$ cat config.mk
export PLATFORM = sky130hd
export DESIGN_NAME = interleaved_column_blit_writer_unit
export DESIGN_NICKNAME = d
export VERILOG_FILES = /design/src/hw/rtl/icbw_pkg.sv /design/src/hw/rtl/icbw_front.sv /design/src/hw/rtl/icbw_queue.sv /design/src/hw/rtl/icbw_back.sv /design/src/hw/rtl/interleaved_column_blit_writer_unit.sv
export SDC_FILE = /design/constraint.sdc
export NUM_CORES = 1
export LEC_CHECK = 0
export BUFFER_PORTS_ARGS = -buffer_cell sky130_fd_sc_hd__buf_4
export CAP_MARGIN = 30
export CORE_ASPECT_RATIO = 1.2
export CORE_MARGIN = 5
export CORE_UTILIZATION = 47
export DETAILED_ROUTE_END_ITERATION = 10
export GPL_TIMING_DRIVEN = 0
export HOLD_SLACK_MARGIN = 0.12
export PLACE_DENSITY = 0.7
export RECOVER_POWER = 50
export SYNTH_ARGS = -nofsm -noshare
export SYNTH_HDL_FRONTEND = slang
export SYNTH_SLANG_ARGS = --single-unit
export TNS_END_PERCENT = 1
$ cat constraint.sdc
create_clock -name clk -period 13.6 [get_ports clk]
set_clock_uncertainty 0.15 [all_clocks]
set_input_delay 1.36 -clock clk [delete_from_list [all_inputs] [get_ports clk]]
set_output_delay 1.36 -clock clk [all_outputs]
set_load 0.005 [all_outputs]
$ cat src/hw/rtl/icbw_pkg.sv
// Shared types, constants and the row-base function for the column blit writer.
// No dependencies; imported by every module of the block.
`default_nettype none

package icbw_pkg;

    localparam int COL_W  = 8;
    localparam int ROW_W  = 6;
    localparam int ADDR_W = 16;
    localparam int BAND_W = 2;
    localparam int DATA_W = 8;

    localparam int MAX_RESULTS = 3;

    localparam int ROWS_PER_COLUMN_DEF = 35;
    localparam int BAND_COUNT_DEF      = 3;
    localparam int SCREEN_COLUMNS_DEF  = 40;

    localparam logic [COL_W-1:0] START_COLUMN_RST = 8'd39;
    localparam logic [COL_W-1:0] END_COLUMN_RST   = 8'd255;

    // Register index codes on the configuration port
    typedef enum logic [0:0] {
        REG_START_COLUMN = 1'b0,
        REG_END_COLUMN   = 1'b1
    } reg_index_t;

    // One classified source byte, front to back
    typedef struct packed {
        logic [DATA_W-1:0] data;
        logic [ROW_W-1:0]  row;
        logic [COL_W-1:0]  col;
        logic              onscreen;
        logic              done;
    } blit_item_t;

    // Interleaved hires base of screen line 72 + 40*band + row
    function automatic logic [ADDR_W-1:0] row_base(input logic [ROW_W-1:0] row,
                                                   input logic [BAND_W-1:0] band);
        logic [7:0]        line;
        logic [ADDR_W-1:0] base;
        line = 8'd72 + 8'({band, 5'b0}) + 8'({band, 3'b0}) + 8'(row);
        base = 16'h2000
             + 16'({line[2:0], 10'b0})
             + 16'({line[5:3], 7'b0})
             + 16'({line[7:6], 5'b0})
             + 16'({line[7:6], 3'b0});
        return base;
    endfunction

endpackage

`default_nettype wire

$ cat src/hw/rtl/icbw_front.sv
// Front end: accepts source bytes, tracks column and row, classifies each byte.
// Depends on icbw_pkg.
`default_nettype none

module icbw_front #(
    parameter int ROWS_PER_COLUMN = icbw_pkg::ROWS_PER_COLUMN_DEF,
    parameter int SCREEN_COLUMNS  = icbw_pkg::SCREEN_COLUMNS_DEF
) (
    input  wire logic                       clk,
    input  wire logic                       rst_n,
    input  wire logic                       in_valid,
    input  wire logic [icbw_pkg::DATA_W-1:0] src_byte,
    input  wire logic                       q_full,
    input  wire logic                       restart,
    input  wire logic [icbw_pkg::COL_W-1:0] start_column,
    input  wire logic [icbw_pkg::COL_W-1:0] end_column,
    output logic                            in_ready,
    output logic                            q_push,
    output icbw_pkg::blit_item_t            q_item
);
    import icbw_pkg::*;

    localparam logic [ROW_W:0] ROWS_LIM   = (ROW_W+1)'(ROWS_PER_COLUMN);
    localparam logic [COL_W-1:0] SCR_COLS = COL_W'(SCREEN_COLUMNS);

    logic [COL_W-1:0] col_reg, col_next;
    logic [ROW_W-1:0] row_reg, row_next;
    logic             col_end;
    logic [COL_W-1:0] col_dec;
    logic             blit_end;

    assign in_ready = !q_full;
    assign q_push   = in_valid && in_ready;

    assign col_end  = ({1'b0, row_reg} + 1'b1) >= ROWS_LIM;
    assign col_dec  = col_reg - 1'b1;
    assign blit_end = col_end && (col_dec == end_column);

    always_comb
    begin
        q_item.data     = src_byte;
        q_item.row      = row_reg;
        q_item.col      = col_reg;
        q_item.onscreen = col_reg < SCR_COLS;
        q_item.done     = blit_end;
    end

    always_comb
    begin
        col_next = col_reg;
        row_next = row_reg;
        if (restart)
        begin
            col_next = start_column;
            row_next = '0;
        end
        else if (q_push)
        begin
            if (col_end)
            begin
                row_next = '0;
                col_next = blit_end ? start_column : col_dec;
            end
            else
            begin
                row_next = row_reg + 1'b1;
            end
        end
    end

    always_ff @(posedge clk or negedge rst_n)
    begin
        if (!rst_n)
        begin
            col_reg <= START_COLUMN_RST;
            row_reg <= '0;
        end
        else
        begin
            col_reg <= col_next;
            row_reg <= row_next;
        end
    end

endmodule

`default_nettype wire

$ cat src/hw/rtl/icbw_queue.sv
// Two-entry queue of classified bytes between front and back end.
// Depends on icbw_pkg.
`default_nettype none

module icbw_queue (
    input  wire logic            clk,
    input  wire logic            rst_n,
    input  wire logic            push,
    input  wire icbw_pkg::blit_item_t push_item,
    input  wire logic            pop,
    output logic                 full,
    output logic                 head_valid,
    output icbw_pkg::blit_item_t head_item
);
    import icbw_pkg::*;

    blit_item_t  mem_reg [2];
    logic        wr_ptr_reg, wr_ptr_next;
    logic        rd_ptr_reg, rd_ptr_next;
    logic [1:0]  count_reg, count_next;

    assign full       = count_reg == 2'd2;
    assign head_valid = count_reg != 2'd0;
    assign head_item  = mem_reg[rd_ptr_reg];

    always_comb
    begin
        wr_ptr_next = push ? !wr_ptr_reg : wr_ptr_reg;
        rd_ptr_next = pop  ? !rd_ptr_reg : rd_ptr_reg;
        count_next  = count_reg + {1'b0, push} - {1'b0, pop};
    end

    always_ff @(posedge clk or negedge rst_n)
    begin
        if (!rst_n)
        begin
            wr_ptr_reg <= 1'b0;
            rd_ptr_reg <= 1'b0;
            count_reg  <= '0;
        end
        else
        begin
            wr_ptr_reg <= wr_ptr_next;
            rd_ptr_reg <= rd_ptr_next;
            count_reg  <= count_next;
        end
    end

    always_ff @(posedge clk)
    begin
        if (push)
        begin
            mem_reg[wr_ptr_reg] <= push_item;
        end
    end

endmodule

`default_nettype wire

$ cat src/hw/rtl/icbw_back.sv
// Back end: expands each queued byte into band writes, one per cycle unless the
// output register stalls; off-screen bytes give one non-write result. Depends on icbw_pkg.
`default_nettype none

module icbw_back #(
    parameter int BAND_COUNT = icbw_pkg::BAND_COUNT_DEF
) (
    input  wire logic                        clk,
    input  wire logic                        rst_n,
    input  wire logic                        head_valid,
    input  wire icbw_pkg::blit_item_t        head_item,
    output logic                             pop,
    input  wire logic                        out_ready,
    output logic                             out_valid,
    output logic                             write_valid,
    output logic [icbw_pkg::ADDR_W-1:0]      write_addr,
    output logic [icbw_pkg::DATA_W-1:0]      write_data,
    output logic [icbw_pkg::BAND_W-1:0]      band_index,
    output logic                             last_of_item,
    output logic                             blit_done
);
    import icbw_pkg::*;

    localparam int NRES_HI = (BAND_COUNT > MAX_RESULTS) ? MAX_RESULTS : BAND_COUNT;
    localparam int NRES    = (NRES_HI < 1) ? 1 : NRES_HI;
    localparam logic [BAND_W-1:0] LAST_BAND = BAND_W'(NRES - 1);

    logic [BAND_W-1:0] band_reg, band_next;
    logic              out_valid_reg, out_valid_next;
    logic              wvalid_reg, wvalid_next;
    logic [ADDR_W-1:0] addr_reg, addr_next;
    logic [DATA_W-1:0] data_reg, data_next;
    logic [BAND_W-1:0] bidx_reg, bidx_next;
    logic              last_reg, last_next;
    logic              done_reg, done_next;

    logic load;
    logic step;
    logic last_res;

    assign load     = !out_valid_reg || out_ready;
    assign step     = load && head_valid;
    assign last_res = !head_item.onscreen || (band_reg == LAST_BAND);
    assign pop      = step && last_res;

    always_comb
    begin
        band_next      = band_reg;
        out_valid_next = out_valid_reg;
        wvalid_next    = wvalid_reg;
        addr_next      = addr_reg;
        data_next      = data_reg;
        bidx_next      = bidx_reg;
        last_next      = last_reg;
        done_next      = done_reg;
        if (step)
        begin
            out_valid_next = 1'b1;
            band_next      = last_res ? '0 : band_reg + 1'b1;
            wvalid_next    = head_item.onscreen;
            data_next      = head_item.data;
            last_next      = last_res;
            done_next      = last_res && head_item.done;
            if (head_item.onscreen)
            begin
                addr_next = row_base(head_item.row, band_reg) + ADDR_W'(head_item.col);
                bidx_next = band_reg;
            end
            else
            begin
                addr_next = '0;
                bidx_next = '0;
            end
        end
        else if (out_ready)
        begin
            out_valid_next = 1'b0;
        end
    end

    always_ff @(posedge clk or negedge rst_n)
    begin
        if (!rst_n)
        begin
            band_reg      <= '0;
            out_valid_reg <= 1'b0;
        end
        else
        begin
            band_reg      <= band_next;
            out_valid_reg <= out_valid_next;
        end
    end

    always_ff @(posedge clk)
    begin
        wvalid_reg <= wvalid_next;
        addr_reg   <= addr_next;
        data_reg   <= data_next;
        bidx_reg   <= bidx_next;
        last_reg   <= last_next;
        done_reg   <= done_next;
    end

    assign out_valid    = out_valid_reg;
    assign write_valid  = wvalid_reg;
    assign write_addr   = addr_reg;
    assign write_data   = data_reg;
    assign band_index   = bidx_reg;
    assign last_of_item = last_reg;
    assign blit_done    = done_reg;

endmodule

`default_nettype wire

$ cat src/hw/rtl/interleaved_column_blit_writer_unit.sv
// Column blit writer top level: APB register file, front end, queue, back end.
// Depends on icbw_pkg, icbw_front, icbw_queue, icbw_back.
//
// Usage:
//   Source bytes enter on in_valid/in_ready with src_byte, column by column,
//   ROWS_PER_COLUMN bytes per column. Results leave on out_valid/out_ready.
//   A byte in an on-screen column gives one framebuffer write per band
//   (up to three); a byte in an off-screen column gives one result with
//   write_valid clear. last_of_item marks a byte's final result, blit_done
//   the final result of the blit.
//   A byte passes through the queue, and its results through the single output
//   register, one result per cycle while out_ready is high. A two-entry
//   queue lets the input keep accepting while the output stalls; when
//   out_ready is low the current result holds and input stops once the
//   queue fills.
//   Reset loads start_column 39, end_column 255, column 39, row 0, and empties
//   the queue. Writing start_column restarts the blit; write registers only
//   while the block is idle.
`default_nettype none

module interleaved_column_blit_writer_unit #(
    parameter int ROWS_PER_COLUMN = icbw_pkg::ROWS_PER_COLUMN_DEF,
    parameter int BAND_COUNT      = icbw_pkg::BAND_COUNT_DEF,
    parameter int SCREEN_COLUMNS  = icbw_pkg::SCREEN_COLUMNS_DEF
) (
    input  wire logic                         clk,
    input  wire logic                         rst_n,
    input  wire logic                         psel,
    input  wire logic                         penable,
    input  wire logic                         pwrite,
    input  wire logic [2:0]                   paddr,
    input  wire logic [31:0]                  pwdata,
    output logic [31:0]                       prdata,
    output logic                              pready,
    input  wire logic                         in_valid,
    output logic                              in_ready,
    input  wire logic [icbw_pkg::DATA_W-1:0]  src_byte,
    output logic                              out_valid,
    input  wire logic                         out_ready,
    output logic                              write_valid,
    output logic [icbw_pkg::ADDR_W-1:0]       write_addr,
    output logic [icbw_pkg::DATA_W-1:0]       write_data,
    output logic [icbw_pkg::BAND_W-1:0]       band_index,
    output logic                              last_of_item,
    output logic                              blit_done
);
    import icbw_pkg::*;

    logic [COL_W-1:0] start_col_reg, start_col_next;
    logic [COL_W-1:0] end_col_reg, end_col_next;
    logic             wr_en;
    reg_index_t       reg_sel;
    logic             restart;

    logic       q_push;
    logic       q_pop;
    logic       q_full;
    logic       head_valid;
    blit_item_t push_item;
    blit_item_t head_item;

    assign pready  = 1'b1;
    assign wr_en   = psel && penable && pwrite && pready;
    assign reg_sel = reg_index_t'(paddr[2]);
    assign restart = wr_en && (reg_sel == REG_START_COLUMN);

    always_comb
    begin
        start_col_next = start_col_reg;
        end_col_next   = end_col_reg;
        if (wr_en)
        begin
            unique case (reg_sel)
                REG_START_COLUMN: start_col_next = pwdata[COL_W-1:0];
                REG_END_COLUMN:   end_col_next   = pwdata[COL_W-1:0];
                default:          ;
            endcase
        end
    end

    always_comb
    begin
        unique case (reg_sel)
            REG_START_COLUMN: prdata = 32'(start_col_reg);
            REG_END_COLUMN:   prdata = 32'(end_col_reg);
            default:          prdata = '0;
        endcase
    end

    always_ff @(posedge clk or negedge rst_n)
    begin
        if (!rst_n)
        begin
            start_col_reg <= START_COLUMN_RST;
            end_col_reg   <= END_COLUMN_RST;
        end
        else
        begin
            start_col_reg <= start_col_next;
            end_col_reg   <= end_col_next;
        end
    end

    // Front reloads from this both on a restart and at the end of a blit
    icbw_front #(
        .ROWS_PER_COLUMN (ROWS_PER_COLUMN),
        .SCREEN_COLUMNS  (SCREEN_COLUMNS)
    ) u_front (
        .clk          (clk),
        .rst_n        (rst_n),
        .in_valid     (in_valid),
        .src_byte     (src_byte),
        .q_full       (q_full),
        .restart      (restart),
        .start_column (start_col_next),
        .end_column   (end_col_reg),
        .in_ready     (in_ready),
        .q_push       (q_push),
        .q_item       (push_item)
    );

    icbw_queue u_queue (
        .clk        (clk),
        .rst_n      (rst_n),
        .push       (q_push),
        .push_item  (push_item),
        .pop        (q_pop),
        .full       (q_full),
        .head_valid (head_valid),
        .head_item  (head_item)
    );

    icbw_back #(
        .BAND_COUNT (BAND_COUNT)
    ) u_back (
        .clk          (clk),
        .rst_n        (rst_n),
        .head_valid   (head_valid),
        .head_item    (head_item),
        .pop          (q_pop),
        .out_ready    (out_ready),
        .out_valid    (out_valid),
        .write_valid  (write_valid),
        .write_addr   (write_addr),
        .write_data   (write_data),
        .band_index   (band_index),
        .last_of_item (last_of_item),
        .blit_done    (blit_done)
    );

endmodule

`default_nettype wire

# After elaboration in Yosys (flattened, before gate mapping)
# Memory sizes are Yosys's and may differ from the RTL's.
# Index checks and enable logic that the tools add are counted.
# totals
reg_bits	66
mem_bits_rw	48
inputBits	50
out_inout_bits	64
elab_cells	72
mem_count	1
# mem_list
name	words	width	rd	rd_clocked_by_memory_dff	write_ports	line_no	rtl
u_queue.mem_reg	2	24	1	0	1	icbw_queue.sv:17	blit_item_t mem_reg [2];
# classes
add_sub_neg	14
order_cmp	2
n_eq_ne	3
mux	15
bitwise	1
reduce_logical	21
# op_table
cell	n
case mux 32 bit (2 select lines)	1
two-way mux 8 bit	6
two-way mux 6 bit	3
adder 16 x 10 -> 16 bit	1
adder 16 x 5 -> 16 bit	1
adder 16 x 7 -> 16 bit	1
adder 16 x 8 -> 16 bit	1
adder 14 x 13 -> 15 bit (first input constant)	1
adder 7 x 7 -> 8 bit (first input constant)	1
adder 8 x 5 -> 8 bit	1
adder 8 x 6 -> 8 bit	1
== test 8 bit	1
logical AND 1 bit	8
less-than comparator 8 x 6 -> 1 bit (second input constant)	1
nonzero test 2 bit	4
subtractor 8 x 1 -> 8 bit (second input constant)	1
adder 6 x 1 -> 7 bit (second input constant)	1
greater-or-equal comparator 7 x 6 -> 1 bit (second input constant)	1
adder 6 x 1 -> 6 bit (second input constant)	1
zero test 1 bit	5
== test 2 bit (second input constant)	2
two-way mux 1 bit	4
AND reduction 2 bit	2
adder 2 x 1 -> 2 bit	1
5 further kinds	6

# Longest topological paths before layout
# Gate-level depths: netlist of run 1.
# depth
word_depth	8
ltp_mapped	17
depth_no_buf	15

# Hierarchy
# From an unflattened synthesis of run 1, not the netlist that was laid out.
# unflattened
hier_cells	453
hier_area_um2	5885.6
# modules_own_cells
mod	instances	cells_each	area_each_um2	seq_area_each_um2
icbw_queue	1	90	2033.2	1541.5
icbw_back	1	127	1585.3	915.9
icbw_front	1	165	1335.0	355.3
interleaved_column_blit_writer_unit	1	71	932.1	415.4

# Worst setup path after synthesis of run 1
# OpenSTA, ideal clock, no wires.
# synth_path
path_kind	register -> register
start	register u_queue.rd_ptr_reg
end	register u_back.addr_reg[11] (netlist: u_back.write_addr[11]), data pin
setup_time_ns	0.266
t_arrival_ns	3.839
required_ns	13.184
setup_slack_ns	9.345
path_stages_with_launch	17
n_path_buf	2
synth_period_minus_slack_ns	4.255
path_cell_list	dfrtp_1 clkbuf_1 clkbuf_1 mux2_2 ha_1 ha_1 fa_1 xor2_1 ha_1 fa_1 a21o_1 a21oi_1 nor2b_1 o21a_1 nor2b_1 xor2_1 nor2_1
# synth_via
elab_chain_len	7
# synth_rtl
element	line_no	rtl
start, declared	icbw_queue.sv:19	logic rd_ptr_reg, rd_ptr_next;
start signal, assigned	icbw_queue.sv:44	rd_ptr_reg <= rd_ptr_next;
memory read (2 x 24 bit) (*)	n/a	
adder 8 x 6 -> 8 bit	icbw_pkg.sv:42	line = 8'd72 + 8'({band, 5'b0}) + 8'({band, 3'b0}) + 8'(row);
adder 14 x 13 -> 15 bit	icbw_pkg.sv:44	+ 16'({line[2:0], 10'b0})
adder 16 x 10 -> 16 bit	icbw_pkg.sv:45	+ 16'({line[5:3], 7'b0})
adder 16 x 7 -> 16 bit	icbw_pkg.sv:46	+ 16'({line[7:6], 5'b0})
adder 16 x 5 -> 16 bit	icbw_pkg.sv:47	+ 16'({line[7:6], 3'b0});
adder 16 x 8 -> 16 bit	icbw_back.sv:66	addr_next = row_base(head_item.row, band_reg) + ADDR_W'(head_item.col);
end signal, assigned	icbw_back.sv:98	addr_reg <= addr_next;
end, declared	icbw_back.sv:31	logic [ADDR_W-1:0] addr_reg, addr_next;
# Every way passes the cells marked *; elsewhere a longest branch is shown, timed or not.
# A chain may end at the register's enable or synchronous reset.

# Worst setup path in the final report of run 1
# Same ends and word-level chain as after synthesis.

==> flow_metrics.tcl, run 1 <==
set metrics [dict create \
    hold_viol 0 \
    power_density_mw_per_mm2 221 \
    crit_arrival_ns 4.77 \
    dr.pass1.iters 4 \
    yosysUniqueCellTypes 62 \
    drt_iter0_drc 173 \
    synth-edff-count 76 \
    cts_inserted_buffers 17 \
    grt_pass1_vias 3775 \
    worstReg2RegStart "u_queue.rd_ptr_reg$_DFFE_PN0P_" \
    wl_per_cell_um 15.1 \
    cts_resized 0 \
    synth_warnings 0 \
    hold_path_class "reg -> reg" \
    leakage_nw 2.87 \
    antenna_left 0 \
    ff2ff_setup_slack_ns 8.82 \
    cp-end-kind "flip-flop" \
    grt_use_total_pct 16.7 \
    regArea_sq_mm 0.00323 \
    area_growth_pct 24.5 \
    crit_family "adder cells" \
    grt_first_pass_wirelength_mm 18.0 \
    switchingPower_mw 0.475 \
    crit_type "reg -> reg" \
    drt-total-wl_mm 11.0 \
    start_kind "flip-flop" \
    routabilityCongestion 0.877 \
    drc 0 \
    period_needed_ns 4.78 \
    core_region_area_sq_mm 0.0116 \
    max-clock-path-buffers 2 \
    cp_max_fo 10 \
    syn_inst 449 \
    cts_tree "yes" \
    rsz0062_at_grt "false" \
    postCtsSetupBuffers 0 \
    seqPwrFrac_pct 36.2 \
    p_sw_share_pct 30.8 \
    finalNetCount 624 \
    largest_register_ffs 48 \
    rows 43 \
    violations "max-capacitance violations, max-slew violations" \
    antenna_found_initial 0 \
    postSynthAreaPerCell_sq_um 12.5 \
    clock-sinks 113 \
    timing.slew.headroom_pct -40.5 \
    ys_seq_area_share_pct 57.7 \
    peakVddDrop_uv 79.5 \
    netlist_area_sq_mm 0.00560 \
    clk_latency_ns 0.40 \
    cp_slowest_cell "clkbuf_1" \
    yosysTopAreaCell "edfxtp_1" \
    tns_ns 0 \
    critPathBufInv 2 \
    p_int_mw 1.07 \
    die_area_sq_mm 0.0142 \
    io_pins 114 \
    slew_viol_final 38 \
    synthFlopType "edfxtp_1" \
    drive_gt1_share_pct 30.5 \
    period_share_pct 35.2 \
    holdBufCountCts 0 \
    multi_input_area_sq_mm 0.00211 \
    tightest_slew_ns 2.11 \
    grt_remaining_overflow 0 \
    rr_endpoint "u_back.write_addr[11]$_SDFFCE_PN0P_" \
    cp_common_cell "ha_1" \
    required_ns 13.59 \
    crit_path_start "u_queue.rd_ptr_reg$_DFFE_PN0P_" \
    h-tree-depth 4 \
    netlist.area_leader.share_pct 40.8 \
    hpwl_mm 7.82 \
    fin_area_sq_mm 0.00697 \
    initial_core_util_pct 48.2 \
    max_cap_viol_count 1 \
    setup_viol 0 \
    n_fill_cell 988 \
    max_stage_delay_ns 0.51 \
    reg2reg_depth 16 \
    grt_max_degree 38 \
    comb_power_share_pct 34.1 \
    worst-path-stages 16 \
    status "complete, but fails checks" \
    ys_async_sr_fraction_pct 32.7 \
    synthTopCellsByArea "edfxtp_1, dfrtp_1, dfstp_2" \
    port_buffers 60 \
    cp_cell_sequence "clkbuf_1, clkbuf_1, mux2_2, ha_1, ha_1, fa_1, xor2_1, ha_1, fa_1, a21o_1, a21oi_1, nor2b_1, o21a_1, nor2b_1, xor2_1, nor2_1" \
    max_freq_mhz 209 \
    die_h_um 130 \
    postPlaceCellArea_sq_mm 0.00640 \
    num_vias 3662 \
    chipWidth_um 110 \
    num_antenna_cells 0 \
    synth-seq-cells 113 \
    fin_cells 725 \
    dp.cells 693 \
    clkTransAtPathRegs_ns 0.06 \
    setup.worst_path.end "u_back.write_addr[11]$_SDFFCE_PN0P_" \
    clkPwrFrac_pct 29.7 \
    post_drt_via_cell_ratio 5.05 \
    cts_root_buffer "clkbuf_16" \
]
-- cells in the mapped netlist, types with 6 or more instances --
cell type  count
nor3_1         7
nand2_1       34
a31oi_1        9
nor2_1        30
buf_4         26
a21oi_1        7
inv_1         23
dfrtp_1       21
nor2b_1        6
nand3_1        8
clkbuf_1      12
dfstp_2       16
ha_1          17
mux2_2        28
a21o_1        10
xnor2_1       14
xor2_1         6
mux2i_1       10
o21ai_0       17
edfxtp_1      76
-- cells by family after synthesis --
logic type,share of synthesized area [%]
other,0.134
AND/OR/NAND/NOR,10.9
multiplexers,7.62
adder cells (fa/ha/maj),4.52
flip-flops,57.7
buffers and inverters,6.30
AO/OA/AOI/OAI,9.30
XOR/XNOR,3.53
-- power groups by stage --
stage | Combinational (mW) | Sequential (mW) | Clock, mW
5_1_grt | 0.588 | 0.569 | 0.480
4_1_cts | 0.543 | 0.558 | 0.464
3_5_place_dp | 0.532 | 0.563 | 0
3_3_place_gp | 0.500 | 0.560 | 0
6_report | 0.527 | 0.558 | 0.458
2_1_floorplan | 0.354 | 0.557 | 0
-- metal layers --
| metal | part of all wire (%) | GRT usage [%] |
|---|---|---|
| met5 | 0 | 0 |
| met2 | 52 | 28.6 |
| met3 | 4.2 | 4.58 |
| met4 | 1.5 | 6.60 |
| met1 | 42 | 19.7 |
-- metrics by stage --
stage | hold WS, ns | total power [mW] | setup WS, ns | util (%)
final | 0.321 | 1.54 | 8.82 | 59.9
after global routing | 0.348 | 1.64 | 8.57 | 59.9
after CTS | 0.320 | 1.57 | 8.76 | 60.3
after detailed placement | 0.312 | 1.10 | 8.80 | 55.0
after global placement | 0.309 | 1.06 | 8.89 | 54.5
after floorplan | 0.290 | 0.911 | 9.35 | -
-- how the worst min path moves through the flow --
stage                                              start                              end  slack, ns  cells after the start
after floorplan           u_front.col_reg[4]$_DFFE_PN0P_  u_queue.mem_reg[0][6]$_DFFE_PP_       0.29                      0
final                         start_col_reg[0]$_DFF_PN1_       start_col_reg[0]$_DFF_PN1_       0.32                      2
after global routing          start_col_reg[2]$_DFF_PN1_       start_col_reg[2]$_DFF_PN1_       0.35                      2
after CTS                     start_col_reg[0]$_DFF_PN1_       start_col_reg[0]$_DFF_PN1_       0.32                      2
after global placement        start_col_reg[0]$_DFF_PN1_       start_col_reg[0]$_DFF_PN1_       0.31                      2
after detailed placement      start_col_reg[0]$_DFF_PN1_       start_col_reg[0]$_DFF_PN1_       0.31                      2
-- cells in the final DEF (no fill, tap or decap), drive strengths merged, types with 14 or more instances in the layout --
cell,count
ha,17
dfrtp,21
xnor2,14
edfxtp,76
inv,24
clkbuf,41
buf,81
nor2,31
conb,26
mux2,29
o21ai,18
nand2,34
dfstp,16
-- area by class of cell --
cell class              instances  share of cell area [%]
flip-flops and latches        113                    46.3
inverters                      23                    1.24
multi-input cells             295                    30.3
repair buffers                 63                    6.63
well taps                     157                    2.82
clock buffers                  17                    6.11
plain buffers                  42                    3.83
clock inverters                15                    2.75
-- worst reg2reg max path: stages, from the launching register on --
cell,delay [ns]
dfrtp_1,0.33
clkbuf_1,0.34
clkbuf_1,0.51
mux2_2,0.41
ha_1,0.28
ha_1,0.23
fa_1,0.40
xor2_1,0.20
ha_1,0.25
fa_1,0.42
a21o_1,0.19
a21oi_1,0.17
nor2b_1,0.08
o21a_1,0.22
nor2b_1,0.16
xor2_1,0.12
nor2_1,0.05
(Power assumes the default switching activity.)
==> run 2, diff against run 1 <==
- clock period: 13.6 -> 4.94 ns (I/O delays scaled with it)
==> flow_metrics.tcl, run 2 (synthesis results as in run 1) <==
set metrics [dict create \
    max_stage_delay_ns 0.56 \
    grt_use_total_pct 16.7 \
    required_ns 4.93 \
    seqPwrFrac_pct 35.9 \
    antenna_found_initial 0 \
    h-tree-depth 4 \
    n_fill_cell 978 \
    num_vias 3704 \
    start_kind "flip-flop" \
    p_int_mw 2.94 \
    cts_root_buffer "clkbuf_16" \
    antenna_left 0 \
    crit_arrival_ns 4.65 \
    grt_max_degree 38 \
    tns_ns 0 \
    violations "max-capacitance violations, max-slew violations" \
    hpwl_mm 7.82 \
    period_share_pct 94.2 \
    drt_iter0_drc 169 \
    hold_viol 0 \
    timing.slew.headroom_pct -39.8 \
    reg2reg_depth 17 \
    hold_path_class "in -> reg" \
    fin_cells 734 \
    crit_type "reg -> reg" \
    max_freq_mhz 215 \
    routabilityCongestion 0.877 \
    cp_common_cell "ha_1" \
    io_pins 114 \
    post_drt_via_cell_ratio 5.05 \
    period_needed_ns 4.65 \
    initial_core_util_pct 48.2 \
    cts_inserted_buffers 17 \
    slew_viol_final 38 \
    dp.cells 693 \
    grt_first_pass_wirelength_mm 18.1 \
    cts_tree "yes" \
    core_region_area_sq_mm 0.0116 \
    cp_max_fo 10 \
    drc 0 \
    switchingPower_mw 1.31 \
    peakVddDrop_uv 235 \
    grt_pass1_vias 3805 \
    port_buffers 60 \
    clkPwrFrac_pct 29.6 \
    ff2ff_setup_slack_ns 0.29 \
    clock-sinks 113 \
    worstReg2RegStart "u_queue.rd_ptr_reg$_DFFE_PN0P_" \
    wl_per_cell_um 15.1 \
    status "complete, but fails checks" \
    largest_register_ffs 48 \
    comb_power_share_pct 34.4 \
    cp-end-kind "flip-flop" \
    clk_latency_ns 0.41 \
    dr.pass1.iters 5 \
    final_cell_mix "edfxtp_1, buf_4, nand2_1" \
    finalNetCount 633 \
    postCtsSetupBuffers 0 \
    crit_path_start "u_queue.rd_ptr_reg$_DFFE_PN0P_" \
    cp_slowest_cell "clkbuf_1" \
    num_antenna_cells 0 \
    power_density_mw_per_mm2 601 \
    hold_start "pwdata[0]" \
    leakage_nw 2.91 \
    setup_viol 0 \
    drive_gt1_share_pct 30.3 \
    area_growth_pct 26.5 \
    die_h_um 130 \
    tightest_slew_ns 2.10 \
    die_area_sq_mm 0.0142 \
    final_common_cell "edfxtp_1" \
    p_sw_share_pct 30.9 \
    clkTransAtPathRegs_ns 0.06 \
    max-clock-path-buffers 2 \
    cp_cell_sequence "clkbuf_1, clkbuf_1, mux2i_1, ha_1, inv_1, ha_1, fa_1, xor2_1, ha_1, fa_1, a21o_1, a21oi_1, nor2b_1, o21a_1, nor2b_1, xor2_1, nor2_1" \
    rows 43 \
    drt-total-wl_mm 11.1 \
    max_cap_viol_count 1 \
    setup.worst_path.end "u_back.write_addr[11]$_SDFFCE_PN0P_" \
    rsz0062_at_grt "false" \
    rr_endpoint "u_back.write_addr[11]$_SDFFCE_PN0P_" \
    grt_remaining_overflow 0 \
    chipWidth_um 110 \
]
==> run 2: cell types whose count changed in the layout (fill, tap and decap cells not counted), sizes merged <==
cell | previous run | this run
buf | 81 | 55
clkbuf | 41 | 67
dlygate4sd3 | 0 | 9
==> run 2: how the worst min path moves through the flow <==
stage / endpoint / slack (ns) / cells past startpoint
3_5_place_dp: start_col_reg[0]$_DFF_PN1_ / 0.31 / 2
3_3_place_gp: start_col_reg[0]$_DFF_PN1_ / 0.31 / 2
4_1_cts: u_queue.mem_reg[1][23]$_DFFE_PP_ / 0.12 / 1
2_1_floorplan: start_col_reg[3]$_DFF_PN0_ / 0.05 / 0
5_1_grt: start_col_reg[0]$_DFF_PN1_ / 0.14 / 3
6_report: start_col_reg[0]$_DFF_PN1_ / 0.15 / 3
==> run 2: what timing repair did <==
| item | in CTS | in global routing |
|---|---|---|
| endpoints found under the hold margin | 33 | 4 |
| hold buffers | 7 | 2 |
| endpoints found under the setup margin | 0 | 1 |
| resized for setup | 0 | 2 |
==> run 2: worst max-delay path, delay by kind of cell (launching register included) <==
family          cells  cell delay (ns)
xor+xnor            2             0.32
simple gates        3             0.28
buf+inv             3             0.95
flops               1             0.33
mux                 1             0.32
compound gates      3             0.58
fa+ha+maj           5             1.44
==> run 2: power by group through the flow <==
stage | logic [mW] | clock network (mW) | registers (mW)
final | 1.47 | 1.26 | 1.53
after CTS | 1.50 | 1.28 | 1.54
after floorplan | 0.976 | 0 | 1.53
after global placement | 1.38 | 0 | 1.54
after detailed placement | 1.47 | 0 | 1.55
after global routing | 1.64 | 1.32 | 1.56
==> run 2: layer usage <==
metal	GRT usage (%)	vias up	part of all wire (%)
li1	-	1801	-
met1	19.8	1781	42
met3	4.58	13	4.4
met4	6.60	0	1.7
met2	28.7	109	52
met5	0	-	0
==> run 2: layout make-up <==
type                            count  area, sq um  area share (%)
Buffer                             42          268            3.78
Clock buffer                       17          425            6.01
Clock inverter                     15          191            2.70
Inverter                           23         86.3            1.22
Multi-Input combinational cell    295         2110            29.8
Sequential cell                   113         3230            45.6
Tap cell                          157          196            2.77
Timing Repair Buffer               72          576            8.13
==> run 2: metrics by stage <==
| step | util, % | worst slack, ns | hold slack (ns) | power (mW) | cell area (sq um) |
|---|---|---|---|---|---|
| 4_1_cts | 60.9 | 0.0994 | 0.122 | 4.31 | 7080 |
| 2_1_floorplan | - | 0.685 | 0.0484 | 2.51 | 5690 |
| 6_report | 60.9 | 0.288 | 0.145 | 4.26 | 7080 |
| 3_3_place_gp | 54.5 | 0.228 | 0.309 | 2.92 | 6330 |
| 5_1_grt | 60.9 | 0.0476 | 0.136 | 4.52 | 7080 |
| 3_5_place_dp | 55.0 | 0.139 | 0.312 | 3.02 | 6400 |
==> run 3, diff against run 2 <==
- CELL_PAD_IN_SITES_DETAIL_PLACEMENT: not set -> 2
- CELL_PAD_IN_SITES_GLOBAL_PLACEMENT: not set -> 2
- CORE_UTILIZATION: 47 -> 37
- PLACE_DENSITY: 0.7 -> not set
- PLACE_DENSITY_LB_ADDON: not set -> 0.1
==> flow_metrics.tcl, run 3 (synthesis results as in run 1) <==
set metrics [dict create \
    status "complete, but fails checks" \
    violations "max-capacitance violations, max-slew violations" \
    port_buffers 60 \
    grt_pass1_vias 4447 \
    final_cell_mix "edfxtp_1, buf_4, nand2_1" \
    max_cap_viol_count 1 \
    required_ns 4.95 \
    drive_gt1_share_pct 30.5 \
    cts_tree "yes" \
    comb_power_share_pct 35.7 \
    setup_viol 0 \
    timing.slew.headroom_pct -48.1 \
    die_area_sq_mm 0.0177 \
    grt_first_pass_wirelength_mm 24.0 \
    cts_inserted_buffers 17 \
    p_sw_share_pct 33.7 \
    power_density_mw_per_mm2 606 \
    clkPwrFrac_pct 28.6 \
    globalRouteMet2Util_pct 34.8 \
    routabilityCongestion 0.897 \
    dr.pass1.iters 6 \
    hold_slack_ns 0.151 \
    clock-sinks 113 \
    max_freq_mhz 213 \
    max-clock-path-buffers 2 \
    seqPwrFrac_pct 35.7 \
    total_power_mw 4.33 \
    period_needed_ns 4.69 \
    clk_latency_ns 0.42 \
    io_pins 114 \
    largest_register_ffs 48 \
    rows 49 \
    drc 0 \
    p_int_mw 2.87 \
    busiest_layer "met2" \
    start_kind "flip-flop" \
    antenna_left 0 \
    grt_remaining_overflow 0 \
    n_fill_cell 1502 \
    wl_per_cell_um 19.0 \
    rsz0062_at_grt "false" \
    chipWidth_um 122 \
    cp-end-kind "flip-flop" \
    initial_core_util_pct 37.6 \
    hpwl_mm 10.7 \
    drt_iter0_drc 246 \
    slew_viol_final 38 \
    hold_path_class "in -> reg" \
    hold_viol 0 \
    switchingPower_mw 1.46 \
    area_growth_pct 27.7 \
    core_region_area_sq_mm 0.0149 \
    postCtsSetupBuffers 0 \
    num_antenna_cells 0 \
    period_share_pct 94.9 \
    peakVddDrop_uv 167 \
    tightest_slew_ns 2.22 \
    finalNetCount 633 \
    grt_max_degree 38 \
    die_h_um 145 \
    cp_max_fo 10 \
    crit_type "reg -> reg" \
    h-tree-depth 4 \
    tns_ns 0 \
    post_drt_via_cell_ratio 4.95 \
    cts_root_buffer "clkbuf_16" \
    leakage_nw 2.92 \
    clkTransAtPathRegs_ns 0.06 \
    num_vias 3869 \
    grt_use_total_pct 18.1 \
    final_common_cell "edfxtp_1" \
    antenna_found_initial 0 \
    grt_util_met1_pct 18.6 \
    drt-total-wl_mm 14.8 \
    crit_arrival_ns 4.70 \
    met3_usage_pct 4.59 \
]
run 3: cell types whose count changed in the layout (fill, tap and decap cells not counted), sizes merged:
cell	delta
bufinv	-2
clkinv	-2
clkinvlp	-1
inv	+5
run 3: per-stage QoR:
step	setup WS, ns	instance area (sq um)	util (%)	std cells
after floorplan	0.685	5690	-	473
after global placement	0.0780	6390	42.9	737
after detailed placement	0.0451	6480	43.5	740
after CTS	0.135	7170	48.1	781
after global routing	0.0180	7150	48.0	781
final	0.250	7150	48.0	781
run 3: area by class of cell:
cell class                      count  area (sq um)  share of cell area (%)
Buffer                             42           269                    3.76
Clock buffer                       17           425                    5.95
Clock inverter                     15           174                    2.43
Inverter                           23          86.3                    1.21
Multi-Input combinational cell    295          2110                    29.5
Sequential cell                   113          3230                    45.2
Tap cell                          204           255                    3.57
Timing Repair Buffer               72           597                    8.35
run 3: critical path, stage by stage (launching register included):
cell	delay [ns]
dfrtp_1	0.33
clkbuf_1	0.34
clkbuf_2	0.38
mux2_2	0.39
ha_1	0.28
ha_1	0.23
fa_1	0.39
xor2_1	0.21
ha_1	0.26
fa_1	0.41
a21o_1	0.19
a21oi_1	0.18
nor2b_1	0.09
o21a_1	0.22
nor2b_1	0.16
xor2_1	0.13
nor2_1	0.06
run 3: worst paths after layout:
| check | startpoint | end | slack (ns) | cells past startpoint |
|---|---|---|---|---|
| worst max-delay path | u_queue.rd_ptr_reg$_DFFE_PN0P_ | u_back.write_addr[11]$_SDFFCE_PN0P_ | 0.25 | 16 |
| worst min-delay path | pwdata[0] | start_col_reg[0]$_DFF_PN1_ | 0.15 | 3 |
| worst max register to register | u_queue.rd_ptr_reg$_DFFE_PN0P_ | u_back.write_addr[11]$_SDFFCE_PN0P_ | 0.25 | 16 |
| worst min register to register | start_col_reg[1]$_DFF_PN1_ | start_col_reg[1]$_DFF_PN1_ | 0.33 | 2 |
| max in group asynchronous | rst_n | u_front.row_reg[0]$_DFFE_PN0P_ | 2.25 | 2 |
| min in group asynchronous | rst_n | u_queue.count_reg[1]$_DFF_PN0_ | 1.12 | 2 |
run 3: what timing repair did:
item	CTS	global route
endpoints found under the setup margin	1	1
hold buffers	9	0
resized for setup	1	2
endpoints found under the hold margin	37	0
run 3: power by group through the flow:
| stage | registers, mW | clock network (mW) | logic, mW |
|---|---|---|---|
| after floorplan | 1.53 | 0 | 0.976 |
| after global placement | 1.55 | 0 | 1.42 |
| after detailed placement | 1.57 | 0 | 1.56 |
| after CTS | 1.56 | 1.27 | 1.61 |
| after global routing | 1.58 | 1.32 | 1.71 |
| final | 1.55 | 1.24 | 1.55 |
run 3: layer usage:
metal  vias up  routed length, um
met5         -                  0
met4         0                301
met3        26                536
met2        82               8380
met1      1956               5590
li1       1805                  -
